File: config.mk
export PLATFORM = sky130hd
export DESIGN_NAME = waypoint_heading_steer_flat
export DESIGN_NICKNAME = d
export VERILOG_FILES = /design/src/design/whs_pkg.sv /design/src/design/whs_if.sv /design/src/design/whs_sqdist.sv /design/src/design/whs_cordic.sv /design/src/design/waypoint_heading_steer.sv /design/src/flat_wrapper.sv
export VERILOG_INCLUDE_DIRS = /design/src /design/src/design
export SDC_FILE = /design/constraint.sdc
export NUM_CORES = 2
export LEC_CHECK = 0
export BUFFER_PORTS_ARGS = -buffer_cell sky130_fd_sc_hd__buf_2
export CORE_ASPECT_RATIO = 1.25
export CORE_MARGIN = 1.5
export CORE_UTILIZATION = 35
export DETAILED_ROUTE_END_ITERATION = 7
export PLACE_DENSITY_LB_ADDON = 0.2
export SYNTH_ARGS = -nofsm -noshare
export SYNTH_HDL_FRONTEND = slang
export SYNTH_HIERARCHICAL = 1
export SYNTH_MEMORY_MAX_BITS = 65536
export SYNTH_SLANG_ARGS = --single-unit
File: constraint.sdc
create_clock -name clk_i -period 8.4 [get_ports clk_i]
set_input_delay 0.84 -clock clk_i [delete_from_list [all_inputs] [get_ports clk_i]]
set_output_delay 0.84 -clock clk_i [all_outputs]
set_load 0.05 [all_outputs]
File: src/design/assert_macros.svh
// Assertion macros shared by the waypoint steering RTL.
// Depends on nothing; included inside module bodies.
`ifndef ASSERT_MACROS_SVH
`define ASSERT_MACROS_SVH
// Implication checked on every clock edge outside reset.
`define WHS_ASSERT_IMP(lbl, clk, rstn, ante, cons) \
  lbl: assert property (@(posedge clk) disable iff (!rstn) (ante) |-> (cons)) \
    else $error("assertion failed");
// Next-cycle implication.
`define WHS_ASSERT_NXT(lbl, clk, rstn, ante, cons) \
  lbl: assert property (@(posedge clk) disable iff (!rstn) (ante) |=> (cons)) \
    else $error("assertion failed");
`endif

File: src/design/whs_pkg.sv
// Package for the waypoint steering block: widths, opcodes, CORDIC table.
// Depends on nothing.
`default_nettype none
package whs_pkg;
  localparam int QueueDepth = 64;
  localparam int QW = $clog2(QueueDepth);
  localparam int CordicSteps = 16;
  localparam int SW = $clog2(CordicSteps + 1);
  // CORDIC datapath: 17 bit vector scaled by 2^16 plus growth
  localparam int CW = 36;

  localparam logic [1:0] OP_PUSH = 2'd0;
  localparam logic [1:0] OP_POS = 2'd1;
  localparam logic [1:0] OP_SPEED = 2'd2;

  localparam logic [2:0] REG_ARRIVE = 3'd0;
  localparam logic [2:0] REG_SNAP = 3'd1;
  localparam logic [2:0] REG_LIMIT = 3'd2;
  localparam logic [2:0] REG_TSLOW = 3'd3;
  localparam logic [2:0] REG_TFAST = 3'd4;

  typedef struct packed {
    logic [1:0] opcode;
    logic signed [15:0] pos_x;
    logic signed [15:0] pos_y;
    logic reverse_flag;
    logic [15:0] speed;
  } in_word_t;

  typedef struct packed {
    logic kind;
    logic signed [15:0] steering;
    logic reverse_gear;
    logic stop;
    logic [7:0] throttle;
  } out_word_t;

  typedef struct packed {
    logic [2:0] index;
    logic [32:0] data;
  } cfg_word_t;

  // start and vector from sequencer to CORDIC
  typedef struct packed {
    logic start;
    logic signed [16:0] vy;
    logic signed [16:0] vx;
  } cordic_req_t;

  function automatic logic [31:0] atan_turn(input logic [4:0] i);
    logic [31:0] r;
    begin
      unique case (i)
        5'd0: r = 32'd536870912;  5'd1: r = 32'd316933406;
        5'd2: r = 32'd167458907;  5'd3: r = 32'd85004756;
        5'd4: r = 32'd42667331;   5'd5: r = 32'd21354465;
        5'd6: r = 32'd10679838;   5'd7: r = 32'd5340245;
        5'd8: r = 32'd2670163;    5'd9: r = 32'd1335087;
        5'd10: r = 32'd667544;    5'd11: r = 32'd333772;
        5'd12: r = 32'd166886;    5'd13: r = 32'd83443;
        5'd14: r = 32'd41722;     5'd15: r = 32'd20861;
        5'd16: r = 32'd10430;     5'd17: r = 32'd5215;
        5'd18: r = 32'd2608;      5'd19: r = 32'd1304;
        5'd20: r = 32'd652;       5'd21: r = 32'd326;
        5'd22: r = 32'd163;       5'd23: r = 32'd81;
        default: r = 32'd0;
      endcase
      return r;
    end
  endfunction
endpackage
`default_nettype wire

File: src/design/whs_if.sv
// Valid/ready channel interfaces for input, output and configuration words.
// Depends on whs_pkg.
`default_nettype none
interface whs_in_if;
  logic valid;
  logic ready;
  whs_pkg::in_word_t data;
  modport source (output valid, output data, input ready);
  modport sink (input valid, input data, output ready);
endinterface

interface whs_out_if;
  logic valid;
  logic ready;
  whs_pkg::out_word_t data;
  modport source (output valid, output data, input ready);
  modport sink (input valid, input data, output ready);
endinterface

interface whs_cfg_if;
  logic valid;
  logic ready;
  whs_pkg::cfg_word_t data;
  modport source (output valid, output data, input ready);
  modport sink (input valid, input data, output ready);
endinterface
`default_nettype wire

File: src/design/whs_sqdist.sv
// Bit-serial squared distance: ex*ex + ey*ey by shift-and-add, one bit a cycle.
// Depends on whs_pkg.
`default_nettype none
module whs_sqdist (
  input  wire logic clk_i,
  input  wire logic rst_ni,
  input  wire logic start_i,
  input  wire logic signed [16:0] ex_i,
  input  wire logic signed [16:0] ey_i,
  output logic done_o,
  output logic [33:0] d2_o
);
  import whs_pkg::*;
  `include "assert_macros.svh"

  logic [16:0] ax_q, ax_d, ay_q, ay_d;
  logic [16:0] mx_q, mx_d, my_q, my_d;
  logic [33:0] acc_q, acc_d;
  logic [4:0] cnt_q, cnt_d;
  logic busy_q, busy_d;
  logic done_q, done_d;
  logic [33:0] addx, addy;

  // partial products for the current multiplier bit
  always_comb begin
    addx = mx_q[0] ? {17'd0, ax_q} << cnt_q : 34'd0;
    addy = my_q[0] ? {17'd0, ay_q} << cnt_q : 34'd0;
  end

  always_comb begin
    ax_d = ax_q; ay_d = ay_q; mx_d = mx_q; my_d = my_q;
    acc_d = acc_q; cnt_d = cnt_q; busy_d = busy_q; done_d = 1'b0;
    if (start_i) begin
      ax_d = ex_i[16] ? 17'(-ex_i) : 17'(ex_i);
      ay_d = ey_i[16] ? 17'(-ey_i) : 17'(ey_i);
      mx_d = ax_d; my_d = ay_d;
      acc_d = '0; cnt_d = '0; busy_d = 1'b1;
    end else if (busy_q) begin
      acc_d = acc_q + addx + addy;
      mx_d = mx_q >> 1; my_d = my_q >> 1;
      cnt_d = cnt_q + 5'd1;
      if (cnt_q == 5'd16) begin
        busy_d = 1'b0; done_d = 1'b1;
      end
    end
  end

  always_ff @(posedge clk_i or negedge rst_ni) begin
    if (!rst_ni) begin
      busy_q <= 1'b0; done_q <= 1'b0; cnt_q <= '0;
    end else begin
      busy_q <= busy_d; done_q <= done_d; cnt_q <= cnt_d;
    end
  end

  always_ff @(posedge clk_i) begin
    ax_q <= ax_d; ay_q <= ay_d; mx_q <= mx_d; my_q <= my_d; acc_q <= acc_d;
  end

  assign done_o = done_q;
  assign d2_o = acc_q;

  `WHS_ASSERT_NXT(a_sq_done, clk_i, rst_ni, busy_q && cnt_q == 5'd16, done_q && !busy_q)
  `WHS_ASSERT_IMP(a_sq_cnt, clk_i, rst_ni, busy_q, cnt_q <= 5'd16)
  `WHS_ASSERT_IMP(a_sq_idle, clk_i, rst_ni, done_q, !busy_q)
endmodule
`default_nettype wire

File: src/design/whs_cordic.sv
// Iterative vectoring CORDIC: atan2(v, u) as 16-bit binary angle, one step a cycle.
// Depends on whs_pkg.
`default_nettype none
module whs_cordic (
  input  wire logic clk_i,
  input  wire logic rst_ni,
  input  wire whs_pkg::cordic_req_t req_i,
  output logic done_o,
  output logic [15:0] angle_o
);
  import whs_pkg::*;
  `include "assert_macros.svh"

  logic signed [CW-1:0] a_q, a_d, b_q, b_d;
  logic [31:0] z_q, z_d;
  logic [SW-1:0] step_q, step_d;
  logic busy_q, busy_d, done_q, done_d, zero_q, zero_d;
  logic signed [CW-1:0] a0, b0, sa, sb;
  logic [31:0] zr;

  always_comb begin
    a0 = CW'(req_i.vx) <<< 16;
    b0 = CW'(req_i.vy) <<< 16;
    sa = a_q >>> step_q;
    sb = b_q >>> step_q;
    a_d = a_q; b_d = b_q; z_d = z_q; step_d = step_q;
    busy_d = busy_q; done_d = 1'b0; zero_d = zero_q;
    if (req_i.start) begin
      zero_d = (req_i.vx == '0) && (req_i.vy == '0);
      if (a0 < 0) begin
        a_d = -a0; b_d = -b0; z_d = 32'h8000_0000;
      end else begin
        a_d = a0; b_d = b0; z_d = '0;
      end
      step_d = '0; busy_d = 1'b1;
    end else if (busy_q) begin
      if (b_q >= 0) begin
        a_d = a_q + sb; b_d = b_q - sa; z_d = z_q + atan_turn(5'(step_q));
      end else begin
        a_d = a_q - sb; b_d = b_q + sa; z_d = z_q - atan_turn(5'(step_q));
      end
      step_d = step_q + SW'(1);
      if (step_q == SW'(CordicSteps - 1)) begin
        busy_d = 1'b0; done_d = 1'b1;
      end
    end
  end

  always_ff @(posedge clk_i or negedge rst_ni) begin
    if (!rst_ni) begin
      busy_q <= 1'b0; done_q <= 1'b0; step_q <= '0;
    end else begin
      busy_q <= busy_d; done_q <= done_d; step_q <= step_d;
    end
  end

  always_ff @(posedge clk_i) begin
    a_q <= a_d; b_q <= b_d; z_q <= z_d; zero_q <= zero_d;
  end

  // round to 16 bits
  assign zr = z_q + 32'h0000_8000;
  assign angle_o = zero_q ? 16'd0 : zr[31:16];
  assign done_o = done_q;

  `WHS_ASSERT_IMP(a_cd_busy, clk_i, rst_ni, done_q, !busy_q)
  `WHS_ASSERT_NXT(a_cd_end, clk_i, rst_ni,
    busy_q && !req_i.start && step_q == SW'(CordicSteps - 1), done_q)
  `WHS_ASSERT_IMP(a_cd_step, clk_i, rst_ni, busy_q, step_q < SW'(CordicSteps))
endmodule
`default_nettype wire

File: src/design/waypoint_heading_steer.sv
// Waypoint steering top level: FIFO, sequencer, serial distance and CORDIC.
// A speed sample's word is valid the cycle after acceptance; a position sample
// that moved, with a non-empty FIFO, passes through the serial distance and then
// the two CORDIC bearings.
// One word at a time: input is held off while busy or while a result waits.
// Reset empties the FIFO, restores registers and previous position; store is not cleared.
`default_nettype none
module waypoint_heading_steer (
  input  wire logic clk_i,
  input  wire logic rst_ni,
  whs_in_if.sink in_ch,
  whs_out_if.source out_ch,
  whs_cfg_if.sink cfg_ch
);
  import whs_pkg::*;
  `include "assert_macros.svh"

  localparam logic [2:0] S_IDLE = 3'd0;
  localparam logic [2:0] S_RD = 3'd1;
  localparam logic [2:0] S_DIST = 3'd2;
  localparam logic [2:0] S_B1 = 3'd3;
  localparam logic [2:0] S_B2 = 3'd4;
  localparam logic [2:0] S_OUT = 3'd5;

  logic [2:0] st_q, st_d;
  logic [32:0] arrive_q; logic [14:0] snap_q; logic [15:0] limit_q;
  logic [7:0] tslow_q, tfast_q;
  logic [32:0] mem_q [QueueDepth];
  logic [32:0] rd_q;
  logic [QW-1:0] head_q, tail_q;
  logic [QW:0] cnt_q;
  logic signed [15:0] prevx_q, prevy_q, px_q, py_q;
  logic ovalid_q; out_word_t odata_q;
  logic [15:0] b1_q;
  logic push_ok, acc_in, sq_start, sq_done, cd_done;
  logic [33:0] d2;
  logic [15:0] ang;
  cordic_req_t creq;
  logic signed [16:0] ex, ey;
  logic signed [15:0] tx, ty;
  logic trev, pop;
  logic [15:0] diff;
  logic signed [17:0] s0, s1;
  logic [QW:0] cnt_after;

  assign acc_in = in_ch.valid && in_ch.ready;
  assign in_ch.ready = (st_q == S_IDLE) && !ovalid_q;
  assign cfg_ch.ready = 1'b1;
  assign push_ok = cnt_q < (QW+1)'(QueueDepth);

  assign tx = $signed(rd_q[32:17]);
  assign ty = $signed(rd_q[16:1]);
  assign trev = rd_q[0];
  assign ex = 17'(tx) - 17'(px_q);
  assign ey = 17'(ty) - 17'(py_q);
  assign pop = {1'b0, d2} < {2'b0, arrive_q};
  assign cnt_after = pop ? cnt_q - 1'b1 : cnt_q;
  assign sq_start = st_q == S_RD;

  whs_sqdist u_sq (.clk_i, .rst_ni, .start_i(sq_start), .ex_i(ex), .ey_i(ey),
    .done_o(sq_done), .d2_o(d2));

  // bearing request: first to target, then of travel; u = -dx
  always_comb begin
    creq.start = 1'b0; creq.vy = ey; creq.vx = -ex;
    if (st_q == S_DIST && sq_done) begin
      creq.start = 1'b1;
    end else if (st_q == S_B1 && cd_done) begin
      creq.start = 1'b1;
      creq.vy = 17'(py_q) - 17'(prevy_q);
      creq.vx = 17'(prevx_q) - 17'(px_q);
    end
  end

  whs_cordic u_cd (.clk_i, .rst_ni, .req_i(creq), .done_o(cd_done), .angle_o(ang));

  // heading error, wrap, snap, saturate, reverse
  always_comb begin
    diff = b1_q - ang;
    s0 = 18'(signed'(diff));
    if (s0 == -18'sd32768) s0 = 18'sd32768;
    if (s0 < -18'($signed({1'b0, snap_q}))) s0 = -18'sd16384;
    else if (s0 > 18'($signed({1'b0, snap_q}))) s0 = 18'sd16384;
    if (s0 > 18'sd16384) s0 = 18'sd16384;
    if (s0 < -18'sd16384) s0 = -18'sd16384;
    s1 = trev ? -s0 : s0;
  end

  always_comb begin
    st_d = st_q;
    unique case (st_q)
      S_IDLE: if (acc_in && in_ch.data.opcode == OP_POS &&
                  !(in_ch.data.pos_x == prevx_q && in_ch.data.pos_y == prevy_q) &&
                  cnt_q != '0) st_d = S_RD;
      S_RD: st_d = S_DIST;
      S_DIST: if (sq_done) st_d = S_B1;
      S_B1: if (cd_done) st_d = S_B2;
      S_B2: if (cd_done) st_d = S_IDLE;
      default: st_d = S_IDLE;
    endcase
  end

  // FIFO storage; head entry held while a position is in work
  always_ff @(posedge clk_i) begin
    if (acc_in && in_ch.data.opcode == OP_PUSH && push_ok)
      mem_q[tail_q] <= {in_ch.data.pos_x, in_ch.data.pos_y, in_ch.data.reverse_flag};
    if (st_q == S_IDLE) rd_q <= mem_q[head_q];
    if (acc_in) begin
      px_q <= in_ch.data.pos_x; py_q <= in_ch.data.pos_y;
    end
    if (st_q == S_B1 && cd_done) b1_q <= ang;
  end

  always_ff @(posedge clk_i or negedge rst_ni) begin
    if (!rst_ni) begin
      st_q <= S_IDLE;
      arrive_q <= 33'd81920; snap_q <= 15'd10650; limit_q <= 16'd2560;
      tslow_q <= 8'd153; tfast_q <= 8'd77;
      head_q <= '0; tail_q <= '0; cnt_q <= '0;
      prevx_q <= -16'sd4986; prevy_q <= -16'sd1600;
      ovalid_q <= 1'b0; odata_q <= '0;
    end else begin
      st_q <= st_d;
      if (cfg_ch.valid) begin
        unique case (cfg_ch.data.index)
          REG_ARRIVE: arrive_q <= cfg_ch.data.data;
          REG_SNAP: snap_q <= cfg_ch.data.data[14:0];
          REG_LIMIT: limit_q <= cfg_ch.data.data[15:0];
          REG_TSLOW: tslow_q <= cfg_ch.data.data[7:0];
          REG_TFAST: tfast_q <= cfg_ch.data.data[7:0];
          default: ;
        endcase
      end
      if (out_ch.valid && out_ch.ready) ovalid_q <= 1'b0;
      if (acc_in) begin
        if (in_ch.data.opcode == OP_PUSH && push_ok) begin
          tail_q <= (tail_q == QW'(QueueDepth - 1)) ? '0 : tail_q + 1'b1;
          cnt_q <= cnt_q + 1'b1;
        end else if (in_ch.data.opcode == OP_SPEED) begin
          ovalid_q <= 1'b1;
          odata_q <= '{kind: 1'b1, steering: '0, reverse_gear: 1'b0, stop: 1'b0,
            throttle: (in_ch.data.speed >= limit_q) ? tfast_q : tslow_q};
        end else if (in_ch.data.opcode == OP_POS && cnt_q == '0) begin
          prevx_q <= in_ch.data.pos_x; prevy_q <= in_ch.data.pos_y;
        end
      end
      // arrival check once distance is ready
      if (st_q == S_DIST && sq_done) begin
        cnt_q <= cnt_after;
        if (pop) head_q <= (head_q == QW'(QueueDepth - 1)) ? '0 : head_q + 1'b1;
        odata_q.stop <= cnt_after == '0;
      end
      if (st_q == S_B2 && cd_done) begin
        prevx_q <= px_q; prevy_q <= py_q;
        ovalid_q <= 1'b1;
        odata_q.kind <= 1'b0; odata_q.steering <= s1[15:0];
        odata_q.reverse_gear <= trev; odata_q.throttle <= '0;
      end
    end
  end

  assign out_ch.valid = ovalid_q;
  assign out_ch.data = odata_q;

  `WHS_ASSERT_IMP(a_cnt_max, clk_i, rst_ni, 1'b1, cnt_q <= (QW+1)'(QueueDepth))
  `WHS_ASSERT_IMP(a_busy_noin, clk_i, rst_ni, st_q != S_IDLE, !in_ch.ready)
  `WHS_ASSERT_NXT(a_res, clk_i, rst_ni, st_q == S_B2 && cd_done, out_ch.valid)
endmodule
`default_nettype wire
File: src/flat_wrapper.sv
// flat-port wrapper written by rule: the top's interface ports become plain ports
module waypoint_heading_steer_flat import whs_pkg::*;
  (clk_i, rst_ni, in_ch_valid, in_ch_data, in_ch_ready, out_ch_valid, out_ch_data, out_ch_ready, cfg_ch_valid, cfg_ch_data, cfg_ch_ready);
  whs_in_if in_ch_i ();
  whs_out_if out_ch_i ();
  whs_cfg_if cfg_ch_i ();
  input  wire logic clk_i;
  input  wire logic rst_ni;
  input wire logic [$bits(in_ch_i.valid)-1:0] in_ch_valid;
  input wire logic [$bits(in_ch_i.data)-1:0] in_ch_data;
  output wire logic [$bits(in_ch_i.ready)-1:0] in_ch_ready;
  output wire logic [$bits(out_ch_i.valid)-1:0] out_ch_valid;
  output wire logic [$bits(out_ch_i.data)-1:0] out_ch_data;
  input wire logic [$bits(out_ch_i.ready)-1:0] out_ch_ready;
  input wire logic [$bits(cfg_ch_i.valid)-1:0] cfg_ch_valid;
  input wire logic [$bits(cfg_ch_i.data)-1:0] cfg_ch_data;
  output wire logic [$bits(cfg_ch_i.ready)-1:0] cfg_ch_ready;
  assign in_ch_i.valid = in_ch_valid;
  assign in_ch_i.data = in_ch_data;
  assign in_ch_ready = in_ch_i.ready;
  assign out_ch_valid = out_ch_i.valid;
  assign out_ch_data = out_ch_i.data;
  assign out_ch_i.ready = out_ch_ready;
  assign cfg_ch_i.valid = cfg_ch_valid;
  assign cfg_ch_i.data = cfg_ch_data;
  assign cfg_ch_ready = cfg_ch_i.ready;
  waypoint_heading_steer u_core (.clk_i(clk_i), .rst_ni(rst_ni), .in_ch(in_ch_i), .out_ch(out_ch_i), .cfg_ch(cfg_ch_i));
endmodule
==> impl_summary.log <==
[metrics] Synth top area share: 57.2%
[metrics] area fraction in compound gates after synthesis: between 6 and 7%
[metrics] IR drop worst, VDD: 0.165 mV
[metrics] number of placed instances, taps included: roughly 13000
[metrics] final cell count without fillers: approximately 13000
[metrics] Initial Utilization: 35.2%
[metrics] kind of launch point of the worst setup path: flop
[metrics] area of the die: 0.359 mm^2
[metrics] flip-flop and latch count after synthesis: 2576
[metrics] worst-margin pin slew: 1480 ps
[metrics] CTS tree: built
[metrics] post-synthesis instance total: about 8200
[metrics] most frequent cell on the critical path: nand2_1
[metrics] cell family contributing the most delay on the critical path: simple AND/OR/NAND/NOR gates
[metrics] clock slew seen by the registers of the worst setup and hold paths: around 60 ps
[metrics] global-route total usage across every layer: around a fifth
[metrics] pin count of the biggest net entering global routing: 114
[metrics] io pins: 122
[metrics] Post-synth top flop: edfxtp_1
[metrics] Skew-Pair Late Insertion Delay: 940 ps
[metrics] origin of the worst min-delay path: out_ch_ready
[metrics] Synth Cell Area: 0.124 mm^2
[metrics] number of buffers added by the clock tree synthesis step: 280
[metrics] violations in the final reports: max-capacitance violations
[metrics] share of synthesized flip-flops with an asynchronous set or reset: 6.83%
[metrics] count of buffers from port buffering: 120
[metrics] Yosys warning total: 6
[metrics] ANT nets after route: 0
[metrics] dominant combinational cell family by area after synthesis: multiplexers
[metrics] clock root buffer: clkbuf_16
[metrics] CP max-delay cell: mux2i_1
[metrics] time the final worst path needs with I/O delays and setup: between 7000 and 8000 ps
[metrics] number of setup violations in the final report: 0
[metrics] placeable core area: 0.353 mm^2
[metrics] ratio of final minimum period to clock period: ~90%
[metrics] Detailed Route WL: 366 mm
[metrics] hold_buf cts: 1
[metrics] weighted congestion at the end of routability-driven global placement: roughly 0.95
[metrics] CP Buf/Inv Count: 0
[metrics] Tightest Hold Check Type: in -> reg
[metrics] endpoint type of the worst setup path: flop
[metrics] Longest Clk Path Bufs: 4
[metrics] grt total ovfl: 0
[metrics] worst hold path stage count: 2
[metrics] footprint of the multi-input gates: 0.0459 mm^2
[metrics] per-cell via count in the routed design: ~5.6
[metrics] hold path endpoint: u_core/out_ch.valid$_DFF_PN0_
[metrics] fin worst setup slack: 836 ps
[metrics] area leader, netlist: edfxtp_1
[metrics] CP Data Required Time: 9120 ps
[metrics] pre-CTS setup slack: 990 ps
[metrics] fraction of the mapped netlist area in adder cells: 3.89%
[metrics] maximum clock frequency: between 100 and 150 MHz
[metrics] path type of the worst setup path: reg -> reg
[metrics] share of cells above drive strength 1: 20.9%
[metrics] number of buffers inserted by post-CTS setup repair: 0
[metrics] number of enable flip-flop cells after synthesis: 2366
[metrics] DIE HEIGHT: 669 um
[metrics] simple-gate area share of the yosys netlist: around 7%
[metrics] number of core rows: 244
[metrics] worst relative slew slack: 0.594%
[metrics] Area Growth Syn to Fin: 12.9%
[metrics] max-cap violation count: 1
[metrics] data arrival time of the critical path: 8290 ps
[metrics] fin nets: 8806
[metrics] number of sinks driven by the clock tree: 2576
[metrics] number of H-tree levels: 5
[metrics] synth unique cells: around 120
[metrics] post-synthesis xor/xnor area fraction: 2.68%
[metrics] initial antenna violation count: 26
[metrics] outcome: finished, violations left
[metrics] power per standard cell area: 201 mW/mm^2
[metrics] Critical Path, Cell by Cell: nor2_1 -> mux2i_1 -> o21ai_0 -> o211ai_1 -> nand4b_1 -> nor2_1 -> nand3_1 -> nand2_1 -> or3_1 -> nand2_1 -> ha_1 -> nand2_1 -> nor4_1 -> nand2_1 -> nor4b_1 -> o21a_1 -> o211a_1 -> a311oi_1 -> or4_1 -> a21oi_1
[metrics] worst reg2reg startpoint: u_core/u_cd/step_q[0]$_DFFE_PN0P_
[metrics] post-route setup TNS: 0 ps
[metrics] sequential area share after synthesis: approximately three fifths
[metrics] vias in the first global route: approximately 76000
[metrics] syn nets: 8604
[metrics] leakage power of the design: roughly 47 nW
[metrics] Post-route DRC: 0
[metrics] flop2flop setup slack: 840 ps
[metrics] number of violations reported at the end of detailed-routing iteration 0: 6150
[metrics] First-pass DRT Iterations: 6
[metrics] width of the die: 536 um
[metrics] Hold Violations, Final: 0
[metrics] vias: 74100
[metrics] mux share of post-synthesis cell area: 16.1%
[metrics] Worst Reg2Reg Path Length in Cells: 20
[metrics] clock skew after layout: between 70 and 80 ps
[metrics] total area of sequential cells: about 0.076 mm^2
[metrics] synthesized area per cell: 15.2 um^2
[metrics] number of gates resized after CTS: 0
[metrics] first-pass GRT wire length: 534 mm
[metrics] unrepaired setup endpoints after global routing: false
[metrics] pins over their slew limit: 0
[metrics] routed wirelength normalized by instance count: 27.6 um
[metrics] number of inserted filler cells in the final layout: about 32000
[metrics] total half-perimeter wirelength after legalization and detailed placement: 242 mm
[metrics] synth top area cells: edfxtp_1, mux4_2, ha_1, dfrtp_1, nor2_1
[metrics] CP max stage delay: roughly 760 ps
[metrics] maximum fanout encountered on the critical timing path: 36
[metrics] endpoint of the worst-slack reg-to-reg timing path: u_core/u_cd/a_q[35]$_DFFE_PP_
cells by family after synthesis:
kind of cell,after synthesis
flip-flops,2576
AND/OR/NAND/NOR,1799
adder cells (fa/ha/maj),362
AO/OA/AOI/OAI,1348
multiplexers,1006
XOR/XNOR,379
other,1
buffers and inverters,681
cell type report:
cell class | instances | share of cell area [%]
antenna | 5 | 0.00892
clock buffer | 355 | 5.34
clock inverter | 150 | 1.01
inverter | 268 | 0.721
multi-input combinational | 4895 | 32.7
sequential | 2576 | 54.3
tap | 4674 | 4.17
timing repair buffer | 333 | 1.71
cells in the mapped netlist, types with 34 or more instances:
cell type and instances:
a211oi_1 64, a21o_1 91, a21oi_1 295, a31oi_1 83
and2_1 51, buf_1 92, clkbuf_1 266, dfrtp_1 141
dfstp_2 35, dfxtp_1 34, edfxtp_1 2366, fa_1 42
ha_1 318, inv_1 264, mux2_2 90, mux2i_1 129
mux4_2 780, nand2_1 558, nand2b_1 60, nand3_1 109
nand4_1 46, nor2_1 564, nor2b_1 75, nor3_1 97
o211ai_1 42, o21a_1 45, o21ai_0 344, o21ai_1 37
o22ai_1 38, o31ai_1 50, or3_1 51, xnor2_1 215
xor2_1 163
worst max path at each step:
stage	endpoint	slack [ps]	from	cells after the start
floorplan	u_core/u_cd/z_q[30]$_SDFFCE_PP0P_	2150	u_core/u_cd/step_q[1]$_DFFE_PN0P_	25
global placement	u_core/out_ch.data[24]$_DFFE_PN0P_	1010	u_core/u_cd/z_q[18]$_SDFFCE_PP0P_	29
detailed placement	u_core/u_cd/a_q[35]$_DFFE_PP_	990	u_core/u_cd/step_q[0]$_DFFE_PN0P_	22
CTS	u_core/u_cd/a_q[35]$_DFFE_PP_	960	u_core/u_cd/step_q[0]$_DFFE_PN0P_	22
global route	u_core/u_cd/a_q[35]$_DFFE_PP_	390	u_core/u_cd/step_q[0]$_DFFE_PN0P_	20
finish	u_core/u_cd/a_q[35]$_DFFE_PP_	840	u_core/u_cd/step_q[0]$_DFFE_PN0P_	20
state kept, by name, summed over array words and instances, names as in the netlist, 15 cells and up:
name                cells
u_core/u_cd/a_q        36
u_core/u_sq/d2_o       34
u_core/u_cd/z_q        32
u_core/prevy_q         16
u_core/snap_q          15
u_core/py_q            16
u_core/arrive_q        33
u_core/px_q            16
u_core/u_sq/mx_q       17
u_core/mem_q         2112
u_core/u_sq/my_q       17
u_core/u_cd/b_q        36
u_core/b1_q            16
u_core/rd_q            33
u_core/limit_q         16
u_core/out_ch.data     27
u_core/prevx_q         16
u_core/u_sq/ax_q       17
u_core/u_sq/ay_q       17
placed cells by master (no fill, tap or decap), types with 45 or more instances in the layout:
master / netlist / final
nand2_1: 558 / 556
o21ai_0: 344 / 344
xnor2_1: 215 / 215
clkbuf_16: 0 / 286
clkinv_1: 2 / 55
nand4_1: 46 / 46
o31ai_1: 50 / 50
nand3_1: 109 / 108
a21o_1: 91 / 91
a31oi_1: 83 / 83
dfrtp_1: 141 / 128
buf_4: 8 / 197
ha_1: 318 / 318
or3_1: 51 / 51
clkbuf_1: 266 / 62
xor2_1: 163 / 163
o21a_1: 45 / 45
nor2_1: 564 / 499
mux2_2: 90 / 90
edfxtp_1: 2366 / 2366
nor2_4: 0 / 64
and2_1: 51 / 51
buf_2: 33 / 119
nand2b_1: 60 / 60
a211oi_1: 64 / 64
mux4_2: 780 / 780
a21oi_1: 295 / 295
mux2i_1: 129 / 129
nor3_1: 97 / 96
inv_1: 264 / 264
nor2b_1: 75 / 74
report_power, final:
group | internal, mW | switching, mW
Combinational | 0.881 | 0.979
Sequential | 14.1 | 0.0626
Clock | 6.97 | 5.17
Total | 21.9 | 6.21
layer usage:
layer / track usage [%] / up-vias / part of all wire, %
li1: - / 32500 / -
met5: 0 / - / 0.030
met2: 35.8 / 2068 / 51
met1: 25.5 / 38900 / 41
met4: 6.70 / 16 / 3.3
met3: 2.54 / 551 / 4.7
metrics by stage:
stage	power (mW)	cell area, um^2	hold WS (ps)	util, %
floorplan	15.7	124000	464	-
global placement	16.3	131000	461	37.2
detailed placement	16.3	131000	467	37.2
CTS	28.5	140000	56.4	39.7
global route	29.1	140000	126	39.7
finish	28.1	140000	142	39.7
(Power assumes the default switching activity.)
